<file path="src/sv/stt_pkg.sv">
package stt_pkg;

    localparam int OFS_BITS    = 24;
    localparam int LC_BITS     = 20;
    localparam int QUEUE_DEPTH = 2;
    localparam int QPTR_BITS   = $clog2(QUEUE_DEPTH);
    localparam int QCNT_BITS   = $clog2(QUEUE_DEPTH + 1);

    localparam logic [7:0] CH_END       = 8'h00;
    localparam logic [7:0] CH_NEWLINE   = 8'h0A;
    localparam logic [7:0] CH_QUOTE     = 8'h22;
    localparam logic [7:0] CH_BACKSLASH = 8'h5C;
    localparam logic [7:0] CH_UNDERSCORE = 8'h5F;
    localparam logic [7:0] CH_LOWER_N   = 8'h6E;
    localparam logic [7:0] CH_LOWER_T   = 8'h74;

    localparam logic [1:0] KIND_NUMBER = 2'd0;
    localparam logic [1:0] KIND_IDENT  = 2'd1;
    localparam logic [1:0] KIND_STRING = 2'd2;
    localparam logic [1:0] KIND_SYMBOL = 2'd3;

    // Byte classification carried from front to back.
    typedef struct packed {
        logic is_end;
        logic is_digit;
        logic is_letter;
        logic is_under;
        logic is_quote;
        logic is_bslash;
        logic is_newline;
        logic is_symbol;    // includes underscore and backslash
        logic esc_ok;       // quote, n, t or backslash after a backslash
    } byte_class_t;

    typedef enum logic [4:0] {
        MODE_IDLE  = 5'b00001,
        MODE_NUM   = 5'b00010,
        MODE_IDENT = 5'b00100,
        MODE_STR   = 5'b01000,
        MODE_SYM   = 5'b10000
    } lex_mode_t;

    function automatic logic [OFS_BITS-1:0] sat_inc_ofs(input logic [OFS_BITS-1:0] v);
        return (&v) ? v : v + OFS_BITS'(1);
    endfunction

    function automatic logic [LC_BITS-1:0] sat_inc_lc(input logic [LC_BITS-1:0] v);
        return (&v) ? v : v + LC_BITS'(1);
    endfunction

endpackage

</file>
<file path="src/sv/stt_front.sv">
module stt_front
    import stt_pkg::*;
(
    input  logic        clk,
    input  logic        rst_n,
    input  logic        in_valid,
    output logic        in_stall,
    input  logic [7:0]  source_byte,
    output logic        q_valid,
    output byte_class_t q_item,
    input  logic        q_pop
);

    byte_class_t cls;
    byte_class_t mem [QUEUE_DEPTH];
    logic [QPTR_BITS-1:0] wr_ptr_reg, wr_ptr_next;
    logic [QPTR_BITS-1:0] rd_ptr_reg, rd_ptr_next;
    logic [QCNT_BITS-1:0] count_reg, count_next;
    logic push;
    logic pop;

    always_comb
    begin
        cls.is_end     = (source_byte == CH_END);
        cls.is_digit   = source_byte inside {[8'h30:8'h39]};
        cls.is_letter  = source_byte inside {[8'h41:8'h5A], [8'h61:8'h7A]};
        cls.is_under   = (source_byte == CH_UNDERSCORE);
        cls.is_quote   = (source_byte == CH_QUOTE);
        cls.is_bslash  = (source_byte == CH_BACKSLASH);
        cls.is_newline = (source_byte == CH_NEWLINE);
        cls.is_symbol  = source_byte inside {8'h21, [8'h23:8'h26], [8'h28:8'h2F],
                                             [8'h3A:8'h40], [8'h5B:8'h60],
                                             [8'h7B:8'h7E]};
        cls.esc_ok     = (source_byte == CH_QUOTE) || (source_byte == CH_LOWER_N) ||
                         (source_byte == CH_LOWER_T) || (source_byte == CH_BACKSLASH);
    end

    assign in_stall = (count_reg == QCNT_BITS'(QUEUE_DEPTH));
    assign push     = in_valid && !in_stall;
    assign q_valid  = (count_reg != '0);
    assign pop      = q_pop && q_valid;
    assign q_item   = mem[rd_ptr_reg];

    always_comb
    begin
        wr_ptr_next = wr_ptr_reg;
        rd_ptr_next = rd_ptr_reg;
        count_next  = count_reg;
        if (push)
        begin
            wr_ptr_next = (wr_ptr_reg == QPTR_BITS'(QUEUE_DEPTH - 1)) ? '0
                        : wr_ptr_reg + QPTR_BITS'(1);
        end
        if (pop)
        begin
            rd_ptr_next = (rd_ptr_reg == QPTR_BITS'(QUEUE_DEPTH - 1)) ? '0
                        : rd_ptr_reg + QPTR_BITS'(1);
        end
        if (push && !pop)
        begin
            count_next = count_reg + QCNT_BITS'(1);
        end
        else if (pop && !push)
        begin
            count_next = count_reg - QCNT_BITS'(1);
        end
    end

    always_ff @(posedge clk or negedge rst_n)
    begin
        if (!rst_n)
        begin
            wr_ptr_reg <= '0;
            rd_ptr_reg <= '0;
            count_reg  <= '0;
        end
        else
        begin
            wr_ptr_reg <= wr_ptr_next;
            rd_ptr_reg <= rd_ptr_next;
            count_reg  <= count_next;
        end
    end

    always_ff @(posedge clk)
    begin
        if (push)
        begin
            mem[wr_ptr_reg] <= cls;
        end
    end

endmodule

</file>
<file path="src/sv/stt_back.sv">
module stt_back
    import stt_pkg::*;
(
    input  logic                clk,
    input  logic                rst_n,
    input  logic                q_valid,
    input  byte_class_t         q_item,
    output logic                q_pop,
    output logic                out_valid,
    input  logic                out_stall,
    output logic [1:0]          token_kind,
    output logic [OFS_BITS-1:0] token_start,
    output logic [OFS_BITS-1:0] token_length,
    output logic [LC_BITS-1:0]  token_line,
    output logic [LC_BITS-1:0]  token_column,
    output logic                string_error
);

    lex_mode_t mode_reg, mode_next;
    logic esc_reg, esc_next;
    logic err_reg, err_next;
    logic [OFS_BITS-1:0] offset_reg, offset_next;
    logic [LC_BITS-1:0]  line_reg, line_next;
    logic [LC_BITS-1:0]  col_reg, col_next;
    logic [OFS_BITS-1:0] ostart_reg, ostart_next;
    logic [OFS_BITS-1:0] olen_reg, olen_next;
    logic [LC_BITS-1:0]  oline_reg, oline_next;
    logic [LC_BITS-1:0]  ocol_reg, ocol_next;

    logic                out_valid_reg, out_valid_next;
    logic [1:0]          kind_reg;
    logic [OFS_BITS-1:0] start_reg;
    logic [OFS_BITS-1:0] length_reg;
    logic [LC_BITS-1:0]  tline_reg;
    logic [LC_BITS-1:0]  tcol_reg;
    logic                serr_reg;

    logic                take;
    logic                emit;
    logic [OFS_BITS-1:0] emit_len;
    logic                emit_err;
    logic [1:0]          emit_kind;
    logic                extend;
    logic [OFS_BITS-1:0] len_inc;

    assign take  = q_valid && (!out_valid_reg || !out_stall);
    assign q_pop = take;
    assign len_inc = sat_inc_ofs(olen_reg);

    always_comb
    begin
        case (mode_reg)
            MODE_NUM:   emit_kind = KIND_NUMBER;
            MODE_IDENT: emit_kind = KIND_IDENT;
            MODE_STR:   emit_kind = KIND_STRING;
            default:    emit_kind = KIND_SYMBOL;
        endcase
    end

    assign extend = ((mode_reg == MODE_NUM) && q_item.is_digit) ||
                    ((mode_reg == MODE_IDENT) &&
                     (q_item.is_digit || q_item.is_letter || q_item.is_under)) ||
                    ((mode_reg == MODE_SYM) && q_item.is_symbol);

    always_comb
    begin
        mode_next   = mode_reg;
        esc_next    = esc_reg;
        err_next    = err_reg;
        offset_next = offset_reg;
        line_next   = line_reg;
        col_next    = col_reg;
        ostart_next = ostart_reg;
        olen_next   = olen_reg;
        oline_next  = oline_reg;
        ocol_next   = ocol_reg;
        emit        = 1'b0;
        emit_len    = olen_reg;
        emit_err    = 1'b0;

        if (take)
        begin
            if (q_item.is_end)
            begin
                emit        = (mode_reg != MODE_IDLE);
                emit_err    = (mode_reg == MODE_STR) && (err_reg || esc_reg);
                mode_next   = MODE_IDLE;
                esc_next    = 1'b0;
                err_next    = 1'b0;
                offset_next = '0;
                line_next   = LC_BITS'(1);
                col_next    = LC_BITS'(1);
                ostart_next = '0;
                olen_next   = '0;
                oline_next  = LC_BITS'(1);
                ocol_next   = LC_BITS'(1);
            end
            else if (mode_reg == MODE_STR)
            begin
                olen_next   = len_inc;
                offset_next = sat_inc_ofs(offset_reg);
                col_next    = sat_inc_lc(col_reg);
                if (esc_reg)
                begin
                    if (!q_item.esc_ok)
                    begin
                        err_next = 1'b1;
                    end
                    esc_next = 1'b0;
                end
                else if (q_item.is_quote)
                begin
                    // closing quote counts toward the length
                    emit      = 1'b1;
                    emit_len  = len_inc;
                    emit_err  = err_reg;
                    mode_next = MODE_IDLE;
                    esc_next  = 1'b0;
                    err_next  = 1'b0;
                end
                else if (q_item.is_bslash)
                begin
                    esc_next = 1'b1;
                end
                else if (q_item.is_newline)
                begin
                    err_next = 1'b1;
                end
            end
            else if (extend)
            begin
                olen_next   = len_inc;
                offset_next = sat_inc_ofs(offset_reg);
                col_next    = sat_inc_lc(col_reg);
            end
            else
            begin
                emit      = (mode_reg != MODE_IDLE);
                mode_next = MODE_IDLE;
                esc_next  = 1'b0;
                err_next  = 1'b0;
                offset_next = sat_inc_ofs(offset_reg);
                if (q_item.is_newline)
                begin
                    line_next = sat_inc_lc(line_reg);
                    col_next  = LC_BITS'(1);
                end
                else
                begin
                    col_next = sat_inc_lc(col_reg);
                    if (q_item.is_digit || q_item.is_letter || q_item.is_under ||
                        q_item.is_quote || q_item.is_symbol)
                    begin
                        ostart_next = offset_reg;
                        olen_next   = OFS_BITS'(1);
                        oline_next  = line_reg;
                        ocol_next   = col_reg;
                        if (q_item.is_digit)
                        begin
                            mode_next = MODE_NUM;
                        end
                        else if (q_item.is_letter || q_item.is_under)
                        begin
                            mode_next = MODE_IDENT;
                        end
                        else if (q_item.is_quote)
                        begin
                            mode_next = MODE_STR;
                        end
                        else
                        begin
                            mode_next = MODE_SYM;
                        end
                    end
                end
            end
        end
    end

    assign out_valid_next = take ? emit : (out_valid_reg && out_stall);

    always_ff @(posedge clk or negedge rst_n)
    begin
        if (!rst_n)
        begin
            mode_reg      <= MODE_IDLE;
            esc_reg       <= 1'b0;
            err_reg       <= 1'b0;
            offset_reg    <= '0;
            line_reg      <= LC_BITS'(1);
            col_reg       <= LC_BITS'(1);
            ostart_reg    <= '0;
            olen_reg      <= '0;
            oline_reg     <= LC_BITS'(1);
            ocol_reg      <= LC_BITS'(1);
            out_valid_reg <= 1'b0;
        end
        else
        begin
            mode_reg      <= mode_next;
            esc_reg       <= esc_next;
            err_reg       <= err_next;
            offset_reg    <= offset_next;
            line_reg      <= line_next;
            col_reg       <= col_next;
            ostart_reg    <= ostart_next;
            olen_reg      <= olen_next;
            oline_reg     <= oline_next;
            ocol_reg      <= ocol_next;
            out_valid_reg <= out_valid_next;
        end
    end

    always_ff @(posedge clk)
    begin
        if (take && emit)
        begin
            kind_reg   <= emit_kind;
            start_reg  <= ostart_reg;
            length_reg <= emit_len;
            tline_reg  <= oline_reg;
            tcol_reg   <= ocol_reg;
            serr_reg   <= emit_err;
        end
    end

    assign out_valid    = out_valid_reg;
    assign token_kind   = kind_reg;
    assign token_start  = start_reg;
    assign token_length = length_reg;
    assign token_line   = tline_reg;
    assign token_column = tcol_reg;
    assign string_error = serr_reg;

endmodule

</file>
<file path="src/sv/source_text_tokenizer.sv">
// Streaming tokenizer: one source byte per word in, at most one token per word out.
// It sustains one byte per clock while the queue has room; a byte reaches the two-entry
// queue at the edge it is taken, and the lexer state machine in the back end handles
// one byte per clock unless its output stalls, so a token is loaded into the output
// register when the lexer takes the byte ending it from the queue. A zero byte flushes
// any open token and returns offset, line and column to their start values. Offset,
// length, line and column saturate at all ones. A stalled output holds the lexer; the
// queue keeps taking bytes until it is full.
module source_text_tokenizer
    import stt_pkg::*;
(
    input  logic                clk,
    input  logic                rst_n,
    input  logic                in_valid,
    output logic                in_stall,
    input  logic [7:0]          source_byte,
    output logic                out_valid,
    input  logic                out_stall,
    output logic [1:0]          token_kind,
    output logic [OFS_BITS-1:0] token_start,
    output logic [OFS_BITS-1:0] token_length,
    output logic [LC_BITS-1:0]  token_line,
    output logic [LC_BITS-1:0]  token_column,
    output logic                string_error
);

    logic        q_valid;
    logic        q_pop;
    byte_class_t q_item;

    stt_front u_front (
        .clk         (clk),
        .rst_n       (rst_n),
        .in_valid    (in_valid),
        .in_stall    (in_stall),
        .source_byte (source_byte),
        .q_valid     (q_valid),
        .q_item      (q_item),
        .q_pop       (q_pop)
    );

    stt_back u_back (
        .clk          (clk),
        .rst_n        (rst_n),
        .q_valid      (q_valid),
        .q_item       (q_item),
        .q_pop        (q_pop),
        .out_valid    (out_valid),
        .out_stall    (out_stall),
        .token_kind   (token_kind),
        .token_start  (token_start),
        .token_length (token_length),
        .token_line   (token_line),
        .token_column (token_column),
        .string_error (string_error)
    );

endmodule

</file>
<file path="config.mk">
export PLATFORM = sky130hd
export DESIGN_NAME = source_text_tokenizer
export DESIGN_NICKNAME = d
export VERILOG_FILES = /design/src/sv/stt_pkg.sv /design/src/sv/stt_front.sv /design/src/sv/stt_back.sv /design/src/sv/source_text_tokenizer.sv
export SDC_FILE = /design/constraint.sdc
export NUM_CORES = 1
export LEC_CHECK = 0
export BUFFER_PORTS_ARGS = -buffer_cell sky130_fd_sc_hd__buf_2
export CORE_MARGIN = 3
export CORE_UTILIZATION = 40
export CTS_CLUSTER_DIAMETER = 200
export DETAILED_ROUTE_END_ITERATION = 10
export PLACE_DENSITY = 0.55
export SYNTH_ARGS = -nofsm -noshare
export SYNTH_HDL_FRONTEND = slang
export SYNTH_SLANG_ARGS = --single-unit
</file>
<file path="constraint.sdc">
create_clock -name clk -period 5.85 [get_ports clk]
set_clock_uncertainty 0.2 [all_clocks]
set_input_delay 0.2925 -clock clk [delete_from_list [all_inputs] [get_ports clk]]
set_output_delay 0.2925 -clock clk [all_outputs]
set_load 0.01 [all_outputs]
</file>
### After elaboration in Yosys (flattened, before gate mapping)

Memories as Yosys holds them, arrays and structs flattened.
Index checks and enable logic that the tools add are counted.

| cells by class | value |
|---|---|
| $add $sub $neg | 8 |
| magnitude comparators | 16 |
| equal/unequal tests | 25 |
| mux-type cells | 79 |
| reduce and logical (&&, ||, !) cells | 55 |

Operators with widths:

| operator | number |
|---|---|
| $mux W24 | 18 |
| $mux W20 | 20 |
| $mux W5 | 10 |
| $add A24 B1 Y24 const B | 2 |
| $reduce_and A24 Y1 | 2 |
| $add A20 B1 Y20 const B | 2 |
| $le A8 B7 Y1 const B | 5 |
| $reduce_and A20 Y1 | 2 |
| $eq A8 B7 Y1 const B | 4 |
| $ge A8 B6 Y1 const B | 4 |
| $ge A8 B7 Y1 const B | 4 |
| $mux W1 | 28 |
| $le A8 B6 Y1 const B | 3 |
| $logic_and A1 B1 Y1 | 19 |
| $eq A8 B6 Y1 const B | 2 |
| $reduce_and A5 Y1 | 3 |
| $logic_or A1 B1 Y1 | 12 |
| $ne A5 B3 Y1 const B | 2 |
| $reduce_bool A2 Y1 | 5 |
| $eq A8 B4 Y1 const B | 1 |
| $logic_not A8 Y1 | 1 |
| $ne A2 B2 Y1 const B | 4 |
| $ne A3 B3 Y1 const B | 2 |
| $pmux W2 S3 | 1 |
| other kinds (20) | 27 |

| word-level totals | value |
|---|---|
| flip-flop bits (word level) | 255 |
| memory bits (writable) | 18 |
| input port bits | 12 |
| memories kept | 1 |

Memories:

| name | depth | width | rd ports | clocked after memory_dff | wr ports | RTL line | text |
|---|---|---|---|---|---|---|---|
| u_front.mem | 2 | 9 | 1 | 0 | 1 | stt_front.sv:15 | `byte_class_t mem [QUEUE_DEPTH];` |

### Depth between registers and ports, before layout

Gate-level depths: netlist of the first run.
An unclocked memory read counts as a cell.

| depth | value |
|---|---|
| depth in word-level cells | 11 |
| mapped depth | 10 |
| depth with buffers taken out | 8 |

### By module

Synthesis of the first run repeated with hierarchy kept, for this count alone.

| second synthesis, totals | value |
|---|---|
| cells, all modules | 982 |
| area total of the unflattened synthesis | 12000.3 um2 |

Modules (own cells, without submodules):

| module | instances | cells each | area each (um2) | seq. area each (um2) |
|---|---|---|---|---|
| stt_back | 1 | 893 | 10877.9 | 6742.7 |
| stt_front | 1 | 89 | 1122.3 | 640.6 |

### Least setup slack after synthesis of the first run

OpenSTA, ideal clock, no wires.

| timing | value |
|---|---|
| path kind | register -> register |
| from | register u_front.rd_ptr_reg |
| to | register u_back.serr_reg (netlist: u_back.string_error) (enable) |
| setup time | 0.448 ns |
| arrival | 3.531 ns |
| data required time | 5.202 ns |
| setup slack | 1.671 ns |
| cell stages (with the launch flop) | 9 |
| buffers on the path | 2 |
| period minus slack after synthesis | 4.179 ns |
| cells stage by stage | dfrtp_1 buf_6 or4_4 nand4_1 and3_1 buf_4 nand2_1 nand2_1 a21o_1 |

| between the ends | value |
|---|---|
| cells in the longest elaborated chain, start to end | 11 |
| elaborated cells on any way between the ends | 15 |

Ends and longest elaborated chain:

| element | RTL line | text |
|---|---|---|
| start: declaration | stt_front.sv:17 | `logic [QPTR_BITS-1:0] rd_ptr_reg, rd_ptr_next;` |
| start signal: assignment | stt_front.sv:80 | `rd_ptr_reg <= rd_ptr_next;` |
| $mem_v2 Z2 W9 * | - |  |
| $logic_or A1 B1 Y1 (2 in a row) | stt_back.sv:62 | `(q_item.is_digit \|\| q_item.is_letter \|\| q_item.is_under)) \|\|` |
| $logic_and A1 B1 Y1 | stt_back.sv:61 | `((mode_reg == MODE_IDENT) &&` |
| $logic_or A1 B1 Y1 | stt_back.sv:60 | `assign extend = ((mode_reg == MODE_NUM) && q_item.is_digit) \|\|` |
| $logic_or A1 B1 Y1 | stt_back.sv:62 |  |
| $mux W1 | stt_back.sv:130 | `else if (extend)` |
| $mux W1 | stt_back.sv:98 | `else if (mode_reg == MODE_STR)` |
| $mux W1 * | stt_back.sv:83 | `if (q_item.is_end)` |
| $mux W1 * | stt_back.sv:81 | `if (take)` |
| $logic_and A1 B1 Y1 * | stt_back.sv:216 | `if (take && emit)` |
| end signal: assignment | stt_back.sv:223 | `serr_reg <= emit_err;` |
| end: declaration | stt_back.sv:36 | `logic serr_reg;` |

Every way passes the cells marked *; elsewhere a longest branch is shown, timed or not.
A chain may end at the register's enable or synchronous reset.

### Worst setup path in the final report of the first run

| timing | value |
|---|---|
| from | register u_front.rd_ptr_reg |
| to | register u_back.tline_reg[10] (netlist: u_back.token_line[10]) (enable) |

| between the ends | value |
|---|---|
| cells in the longest elaborated chain, start to end | 11 |
| elaborated cells on any way between the ends | 15 |

Ends and longest elaborated chain:

| element | RTL line | text |
|---|---|---|
| $mem_v2 Z2 W9 * | - |  |
| $logic_or A1 B1 Y1 (2 in a row) | stt_back.sv:62 |  |
| $logic_and A1 B1 Y1 | stt_back.sv:61 |  |
| $logic_or A1 B1 Y1 | stt_back.sv:60 |  |
| $logic_or A1 B1 Y1 | stt_back.sv:62 |  |
| $mux W1 | stt_back.sv:130 |  |
| $mux W1 | stt_back.sv:98 |  |
| $mux W1 * | stt_back.sv:83 |  |
| $mux W1 * | stt_back.sv:81 |  |
| $logic_and A1 B1 Y1 * | stt_back.sv:216 |  |
| end signal: assignment | stt_back.sv:221 | `tline_reg <= oline_reg;` |
| end: declaration | stt_back.sv:34 | `logic [LC_BITS-1:0] tline_reg;` |

Marks and branches as above.

==> key figures, run 1 <==
Run status
  • Status: completed

Place
  • Setup slack at placement: 1870 ps
  • DP Wirelength: 18100 um
  • Port buffer count: 104
  • RePlAce Congestion: ~0.85

Power
  • Leakage: 0.00599 uW
  • Seq pwr share: 41.9%
  • Pwr Density: 478 nW/um2
  • Peak supply drop: roughly 350 uV
  • P_sw: ~2500 uW
  • Logic gate share of total power: a little under a third
  • Pwr Total: slightly below 7000 uW
  • Pint: 4300 uW
  • Clock Power Share: 27.4%
  • Sw Ratio: 36.6%

Clock tree
  • CTS H-tree depth: 1
  • Clock transition at path regs: roughly 70 ps
  • TritonCTS Buffers: 29
  • Clock sinks: 273
  • Postcts setup bufs: 0
  • CTS tree: yes
  • Root Driver: clkbuf_16
  • Bufs on Longest Clock Path: 3
  • Clk_lat worst skew: 560 ps

STA
  • Min Clock Period, post-route: 3960 ps
  • Fin. Hold Viols: 0
  • Crit share post-route: 67.6%
  • Final WS setup: 1890 ps
  • Achievable Freq: 0.253 GHz
  • Worst-margin pin slew: 1130 ps
  • Worst hold slack: 30.9 ps
  • Final Setup Violations: 0
  • Fin. max-slew vios: 0
  • RSZ-0062 raised after global routing: false
  • Setup TNS: 0 ps
  • Max-slew headroom: 24.7%

Yosys
  • Synth warn: 0
  • Most frequent cell after synthesis: nand2_1
  • Number of enable flip-flop cells after synthesis: 109
  • Syn Area/Cell: 10.6 um2
  • Synth cell count leaders: 193 x nand2_1, 159 x dfrtp_1, 109 x edfxtp_1
  • Sequential area share after synthesis: between 60% and 70%
  • Top cell type's share of synthesized area: 32.4%
  • Synth async-reset ratio: 60.1%
  • Main area contributors after synthesis: dfrtp_1 32%, edfxtp_1 27%, nand2_1 5.9%
  • Netlist cell types: 68
  • Synth Instances: 1161
  • Yosys reg bits: 273
  • Largest area contributor in the netlist: dfrtp_1
  • Main synth FF type: dfrtp_1
  • Cell Area, Synth: 12300 um2
  • Synthesized net count: 1178

Worst setup path
  • CP cell instances: or4b_1 > nand4_1 > and3_1 > nand2_1 > nand2_1 > a21o_4 > buf_4
  • Worst R2R Path Depth: 7
  • WP data required: slightly below 6000 ps
  • Cell family with most CP delay: simple AND/OR/NAND/NOR gates
  • Crit start category: register
  • Worst path depth: 7
  • Worst setup EP type: register
  • Slowest-stage cell, CP: dfrtp_1
  • Worst path most repeated cell: nand2_1
  • Critical path peak fanout: 72
  • Data arrival, critical path: 3990 ps
  • Critical path class: register to register
  • Slowest stage delay, CP: 800 ps
  • WP buf/inv: 1

Floorplanning
  • Placeable Area: 30000 um2
  • Chip height: 181 um
  • Die W: ~180 um
  • # rows: 63
  • Top-level I/O count: 105
  • Die area: 32800 um2
  • Starting Density: between 40% and 50%

Job
  • Maxcap violations: 0

Routing
  • Routed len/inst: 16.9 um
  • Vias after detailed routing: 8970
  • Final wirelength: 28100 um
  • Vias/cell: 5.39
  • Routed Antenna Nets: 0
  • First-pass DRT Iterations: 5
  • DRC: 0
  • Drt first-iter violations: 641

Global route
  • Antenna violations before repair: 0
  • GR Util All Layers: roughly 17%
  • Largest net degree at the start of global routing: 104
  • First-pass GRT wire length: between 40000 and 50000 um
  • Vias in the first global route: 8654
  • Total grt overflow: 0

Worst hold path
  • HP Class: input port to register
  • Hold path cells: 2

Cells and area
  • Post-layout nets: 1269
  • Antenna cells: 0
  • Layout cells sized above 1: 15.5%
  • Area grow syn2layout: 15.5%
## area by class of cell
class / count / area [um2]
clock buffer: 39 / 805
clock inverter: 15 / 168
fill: 2810 / 15800
inverter: 20 / 75.1
multi-input combinational: 805 / 4580
sequential: 273 / 7380
tap: 390 / 488
timing repair buffer: 123 / 689
## metal layers
metal  global-route usage, %  vias up  wire, um
li1                        -     4412         -
met1                    25.1     4329     13700
met2                    26.3      190     12500
met3                    2.50       39      1170
met4                    4.51        0       625
met5                       0        -         0
## cells in the final DEF, fill, tap and decap left out, types with 8 or more instances in the layout
cell	synthesis	final
nand2_1	193	193
dfrtp_1	159	159
edfxtp_1	109	109
buf_2	17	103
nand3_1	101	101
nor2_1	69	68
a21oi_1	54	54
o21ai_0	50	50
nor3_1	33	33
or3_1	30	30
clkbuf_16	0	30
xnor2_1	28	28
nand4_1	24	24
a31oi_1	23	23
o31ai_1	22	22
inv_1	19	19
and3_1	16	16
or4_1	16	16
xor2_1	12	12
mux2i_1	12	11
buf_4	1	11
and4_1	10	10
mux2_2	9	9
dlygate4sd3_1	0	8
## power by group through the flow
stage / combinational (uW) / clock, uW / sequential (uW)
6_report: 2080 / 1860 / 2840
5_1_grt: 2320 / 2000 / 2900
4_1_cts: 2130 / 1920 / 2850
3_5_place_dp: 2120 / 0 / 2880
3_3_place_gp: 2090 / 0 / 2880
2_1_floorplan: 1220 / 0 / 3010
## timing repair
action	4_1_cts	5_1_grt
hold buffers	8	0
hold endpoints to repair	111	0
resized for setup	0	0
setup endpoints to repair	0	0
## final timing paths
check | from | slack (ps) | end
max in group asynchronous | rst_n | 3830 | u_back.offset_reg[20]
setup / recovery | u_front.rd_ptr_reg | 1890 | u_back.token_line[10]
setup reg to reg | u_front.rd_ptr_reg | 1890 | u_back.token_line[10]
hold reg to reg | u_back.ocol_reg[5] | 250 | u_back.token_column[5]
hold / removal | source_byte[1] | 30 | u_front.mem[1][3]
min in group asynchronous | rst_n | 230 | u_back.ocol_reg[3]
## cell families (layout without fill, tap and decap cells)
group	Yosys count	after routing	synth area share, %
xor gates and xnor gates	40	40	2.85
adders and majority gates	6	6	0.591
and+or+nand+nor	536	536	21.3
buffers and inverters	83	197	2.86
AOI/OAI and AO/OA	202	202	10.5
DFF	273	273	60.1
muxes	21	21	1.80
## stage by stage
step	area [um2]	utilization, %	std cells
floorplan	12300	-	1161
global placement	13100	43.8	1603
detailed placement	13100	43.8	1603
CTS	14200	47.4	1665
global route	14200	47.4	1665
finish	14200	47.4	1665
(Power assumes the default switching activity.)
==> inputs of run 2 (changes only) <==
- clock period: 5.85 -> 3.88 ns (I/O delays scaled with it)
==> run 2 against run 1 <==
Against the previous run: the flow now finishes with violations (hold timing); first-iteration DRC count is 0.31% higher; clock-buffer cell count is 4 lower; power is 56% higher; non-clock buffer count is 13 higher; highest routed layer unchanged.
==> key figures, run 2 (same netlist as run 1, synthesis figures left out) <==
Floorplanning
  • Top-level I/O count: 105 (unchanged)
  • Placeable Area: 30000 um2 (unchanged)
  • Starting Density: 41.0% (unchanged)
  • Chip height: 181 um (unchanged)
  • Die W: 181 um (unchanged)
  • Die area: 32800 um2 (unchanged)
  • # rows: 63 (unchanged)

Clock tree
  • Clk_lat worst skew: 560 ps (about the same)
  • Postcts setup bufs: 0 (unchanged)
  • Post-CTS sizing: 0 (unchanged)
  • CTS H-tree depth: 1 (unchanged)
  • Bufs on Longest Clock Path: 3 (unchanged)
  • CTS tree: yes (unchanged)
  • Clock transition at path regs: 60 ps (was 70 ps)
  • CTS Hold Bufs: 13 (was 8)
  • TritonCTS Buffers: 29 (unchanged)
  • Root Driver: clkbuf_16 (unchanged)
  • Clock sinks: 273 (unchanged)

Routing
  • Final wirelength: 28000 um (was 28100 um)
  • Drt first-iter violations: 643 (was 641)
  • Routed len/inst: 16.7 um (was 16.9 um)
  • Vias/cell: 5.42 (was 5.39)
  • DRC: 0 (unchanged)
  • Routed Antenna Nets: 0 (unchanged)
  • Vias after detailed routing: 9089 (was 8970)
  • First-pass DRT Iterations: 5 (unchanged)

Place
  • RePlAce Congestion: 0.823 (was 0.849)
  • Placed cells: 1611 (was 1603)
  • Port buffer count: 104 (unchanged)
  • Setup slack at placement: 656 ps (was 1870 ps)
  • DP Wirelength: 18400 um (was 18100 um)

Power
  • Leakage: 0.00609 uW (was 0.00599 uW)
  • Pwr Density: 733 nW/um2 (was 478 nW/um2)
  • Pwr Total: 10600 uW (was 6780 uW)
  • Peak supply drop: 476 uV (was 347 uV)

Cells and area
  • Area grow syn2layout: 17.4% (was 15.5%)
  • Highest-count cells in the layout ignoring fill and taps: 193 x nand2_1, 159 x dfrtp_1, 109 x edfxtp_1 (unchanged)
  • FILL cells: 2791 (was 2810)
  • Antenna cells: 0 (unchanged)
  • Commonest non-fill, non-tap cell in the layout: nand2_1 (unchanged)
  • Post-layout nets: 1282 (was 1269)
  • Layout cells sized above 1: 16.1% (was 15.5%)
  • Fin cells: 1678 (was 1665)

Job
  • Maxcap violations: 0 (unchanged)

STA
  • Fin. max-slew vios: 0 (unchanged)
  • Worst-margin pin slew: 1050 ps (was 1130 ps)
  • Final Setup Violations: 0 (unchanged)
  • Min Clock Period, post-route: 3250 ps (was 3960 ps)
  • Final WS setup: 633 ps (was 1890 ps)
  • Setup TNS: 0 ps (unchanged)
  • Worst hold slack: -8.05 ps (was 30.9 ps)
  • Achievable Freq: 0.308 GHz (was 0.253 GHz)
  • RSZ-0062 raised after global routing: false (unchanged)
  • Fin. Hold Viols: 2 (was 0)
  • Crit share post-route: 83.7% (was 67.6%)
  • Max-slew headroom: 29.9% (was 24.7%)

Worst setup path
  • Cell family with most CP delay: simple AND/OR/NAND/NOR gates (unchanged)
  • Slowest stage delay, CP: 790 ps (was 800 ps)
  • WP buf/inv: 0 (was 1)
  • Data arrival, critical path: 3530 ps (was 3990 ps)
  • WP data required: 4160 ps (was 5880 ps)
  • Worst setup EP type: register (unchanged)
  • Crit start category: register (unchanged)
  • Critical path class: register to register (unchanged)
  • Critical path peak fanout: 45 (was 72)
  • Slowest-stage cell, CP: dfrtp_1 (unchanged)
  • CP cell instances: or4b_1 > nand4_1 > and3_1 > a21oi_4 > or4_1 > a21oi_1 (was or4b_1 > nand4_1 > and3_1 > nand2_1 > nand2_1 > a21o_4 > buf_4)

Run status
  • Failing checks: hold timing
  • Status: finished with violations (was completed)

Global route
  • Antenna violations before repair: 0 (unchanged)
  • First-pass GRT wire length: 47400 um (was 46400 um)
  • Largest net degree at the start of global routing: 72 (was 104)
  • GR Util All Layers: 17.1% (was 17.0%)
  • Total grt overflow: 0 (unchanged)
  • Vias in the first global route: 8862 (was 8654)

Worst hold path
  • HP Class: input port to asynchronous set/reset pin (was input port to register)
## run 2: cell count changes in the layout (fill, tap and decap cells not counted), sizes merged
cell / change
dlygate4sd3: +5
clkbuf: -4
buf: +8
bufinv: +3
clkinvlp: +2
clkinv: -1
## run 2: cell type report
class,count,area [um2],share of cell area (%)
Timing Repair Buffer,136,862,5.98
Tap cell,390,488,3.39
Sequential cell,273,7380,51.2
Multi-Input combinational cell,805,4580,31.8
Clock buffer,35,758,5.26
Clock inverter,19,272,1.88
Inverter,20,75.1,0.521
## run 2: worst register-to-register path, stage by stage, from the launching register on
cell     delay, ps
dfrtp_1        790
or4b_1         550
nand4_1        150
and3_1         390
a21oi_4        330
or4_1          620
a21oi_1        150
## run 2: metrics by stage
step | instance area [um2] | util (%)
after floorplan | 12300 | -
after global placement | 13300 | 44.3
after detailed placement | 13300 | 44.3
after CTS | 14400 | 48.1
after global routing | 14400 | 48.1
final | 14400 | 48.1
## run 2: per-layer routing
metal,vias up,wire (um),track usage (%)
met3,51,1230,2.52
met5,-,0,0
met4,0,762,5.21
met1,4415,13700,25.4
li1,4439,-,-
met2,184,12300,26.3
## run 2: path summary, 6_finish.rpt
check                      cells after the start           startpoint  slack (ps)                   end
max in group asynchronous                      3                rst_n        2600    u_back.mode_reg[0]
hold / removal                                 2                rst_n          -8    u_back.ocol_reg[3]
hold reg to reg                                0  u_back.oline_reg[8]         250  u_back.token_line[8]
setup reg to reg                               6   u_front.rd_ptr_reg         630   u_back.line_reg[13]
setup / recovery                               6   u_front.rd_ptr_reg         630   u_back.line_reg[13]
min in group clk                               3       source_byte[2]          60     u_front.mem[1][7]
## run 2: power breakdown
part | leakage [uW] | internal, uW | switching [uW] | total [uW]
combinational | 0.00229 | 1040 | 2300 | 3340
sequential | 0.00330 | 3920 | 348 | 4270
clock | 0.000494 | 1800 | 1160 | 2960
==> inputs of run 3 (changes only) <==
- clock period: 3.88 -> 3.3 ns (I/O delays scaled with it)
==> run 3 against run 2 <==
Against the previous run: the flow now finishes without violations; critical path type unchanged; utilization fell by 0.23 points; hold slack gained 45 ps; critical path depth did not move; clock power is 3% higher; flip-flop and latch count unchanged; largest cell class unchanged; non-clock buffer count up 13; clock-buffer cell count is 6 higher.
==> key figures, run 3 (same netlist as run 1, synthesis figures left out) <==
Routing
  • Routed Antenna Nets: 0 (unchanged)
  • Drt first-iter violations: 536 (was 643)
  • Vias/cell: 5.37 (was 5.42)
  • Routed len/inst: 16.7 um (about the same)
  • First-pass DRT Iterations: 5 (unchanged)
  • Final wirelength: 28200 um (was 28000 um)
  • Vias after detailed routing: 9072 (was 9089)
  • DRC: 0 (unchanged)

Floorplanning
  • Die area: 32800 um2 (unchanged)
  • Placeable Area: 30000 um2 (unchanged)
  • Chip height: 181 um (unchanged)
  • Starting Density: 41.0% (unchanged)
  • Die W: 181 um (unchanged)
  • # rows: 63 (unchanged)
  • Top-level I/O count: 105 (unchanged)

Clock tree
  • CTS tree: yes (unchanged)
  • Postcts setup bufs: 0 (unchanged)
  • Clock sinks: 273 (unchanged)
  • CTS Hold Bufs: 14 (was 13)
  • Post-CTS sizing: 0 (unchanged)
  • TritonCTS Buffers: 29 (unchanged)
  • Clock transition at path regs: 60 ps (about the same)
  • Root Driver: clkbuf_16 (unchanged)
  • Bufs on Longest Clock Path: 3 (unchanged)
  • CTS H-tree depth: 1 (unchanged)
  • Clk_lat worst skew: 540 ps (was 560 ps)

Power
  • Pwr Density: 837 nW/um2 (was 733 nW/um2)
  • Leakage: 0.00609 uW (about the same)
  • Peak supply drop: 502 uV (was 476 uV)

Worst setup path
  • Critical path class: register to register (unchanged)
  • Critical path peak fanout: 41 (was 45)
  • Cell family with most CP delay: simple AND/OR/NAND/NOR gates (unchanged)
  • WP buf/inv: 0 (unchanged)
  • Crit start category: register (unchanged)
  • Data arrival, critical path: 3150 ps (was 3530 ps)
  • CP cell instances: or4_4 > nand4_1 > and3_1 > a21oi_4 > or4_1 > a21oi_1 (was or4b_1 > nand4_1 > and3_1 > a21oi_4 > or4_1 > a21oi_1)
  • Worst setup EP type: register (unchanged)
  • Slowest-stage cell, CP: or4_4 (was dfrtp_1)
  • WP data required: 3560 ps (was 4160 ps)
  • Slowest stage delay, CP: 570 ps (was 790 ps)

Cells and area
  • Post-layout nets: 1295 (was 1282)
  • Area grow syn2layout: 16.8% (was 17.4%)
  • Highest-count cells in the layout ignoring fill and taps: 193 x nand2_1, 159 x dfrtp_1, 109 x edfxtp_1 (unchanged)
  • Finished Cell Area: 14300 um2 (was 14400 um2)
  • Layout cells sized above 1: 16.2% (was 16.1%)
  • Commonest non-fill, non-tap cell in the layout: nand2_1 (unchanged)
  • Antenna cells: 0 (unchanged)

Global route
  • Total grt overflow: 0 (unchanged)
  • Largest net degree at the start of global routing: 96 (was 72)
  • First-pass GRT wire length: 47300 um (was 47400 um)
  • Vias in the first global route: 8841 (was 8862)
  • GR Util All Layers: 17.0% (was 17.1%)
  • Antenna violations before repair: 0 (unchanged)

STA
  • Worst hold slack: 36.9 ps (was -8.05 ps)
  • Worst-margin pin slew: 952 ps (was 1050 ps)
  • Achievable Freq: 0.346 GHz (was 0.308 GHz)
  • Fin. Hold Viols: 0 (was 2)
  • Setup TNS: 0 ps (unchanged)
  • Final Setup Violations: 0 (unchanged)
  • Crit share post-route: 87.5% (was 83.7%)
  • Max-slew headroom: 36.5% (was 29.9%)
  • RSZ-0062 raised after global routing: false (unchanged)
  • Fin. max-slew vios: 0 (unchanged)
  • Min Clock Period, post-route: 2890 ps (was 3250 ps)

Worst hold path
  • HP Class: input port to register (was input port to asynchronous set/reset pin)

Place
  • DP Wirelength: 18700 um (was 18400 um)
  • Port buffer count: 104 (unchanged)
  • RePlAce Congestion: 0.808 (was 0.823)
  • Area after DPL: 13300 um2 (about the same)

Job
  • Maxcap violations: 0 (unchanged)

Run status
  • Status: completed (was finished with violations)
-- run 3: changes by cell type in the layout (fill, tap and decap cells not counted), moves of 2 or more --
cell and change:
bufinv_16 -5, clkinv_1 +3, clkbuf_8 +3, clkinv_4 -2, buf_12 -2, clkbuf_1 +3
clkinvlp_4 -3, buf_4 +14
-- run 3: cell type report --
class                      instances  area [um2]
sequential                       273        7380
clock buffer                      41         811
timing repair buffer             149         937
clock inverter                    11        76.3
inverter                          20        75.1
fill                            2847       15600
multi-input combinational        805        4580
tap                              390         488
-- run 3: final timing paths --
path / startpoint / end / slack, ps / cells after the start
setup reg to reg: u_front.rd_ptr_reg / u_back.line_reg[3] / 410 / 6
hold reg to reg: u_back.ostart_reg[22] / u_back.token_start[22] / 240 / 0
max in group asynchronous: rst_n / u_back.ostart_reg[9] / 1950 / 3
min in group asynchronous: rst_n / u_back.col_reg[5] / 80 / 2
hold / removal: source_byte[2] / u_front.mem[0][7] / 40 / 3
setup / recovery: u_front.rd_ptr_reg / u_back.line_reg[3] / 410 / 6
-- run 3: power breakdown --
group          leakage, uW  switching, uW  total (uW)  internal (uW)
logic              0.00235           2740        3980           1240
registers          0.00330            364        4980           4610
clock network     0.000435           1280        3050           1770
-- run 3: per-layer routing --
| metal | part of all wire [%] | up-vias | global-route usage, % |
|---|---|---|---|
| li1 | - | 4472 | - |
| met4 | 2.0 | 0 | 4.51 |
| met5 | 0 | - | 0 |
| met3 | 4.3 | 40 | 2.34 |
| met2 | 45 | 218 | 26.9 |
| met1 | 49 | 4342 | 24.9 |
-- run 3: through the flow --
| step | worst slack [ps] | utilization, % | std cells | power [uW] |
|---|---|---|---|---|
| 2_1_floorplan | 388 | - | 1161 | 7460 |
| 3_3_place_gp | 511 | 44.5 | 1623 | 9050 |
| 3_5_place_dp | 409 | 44.5 | 1623 | 9100 |
| 4_1_cts | 410 | 47.9 | 1689 | 12200 |
| 5_1_grt | 248 | 47.9 | 1689 | 12800 |
| 6_report | 413 | 47.9 | 1689 | 12000 |
-- run 3: worst min-delay path, cell delays in order --
cell and delay, ps:
buf_2 160, o21ai_0 140, and3_1 190
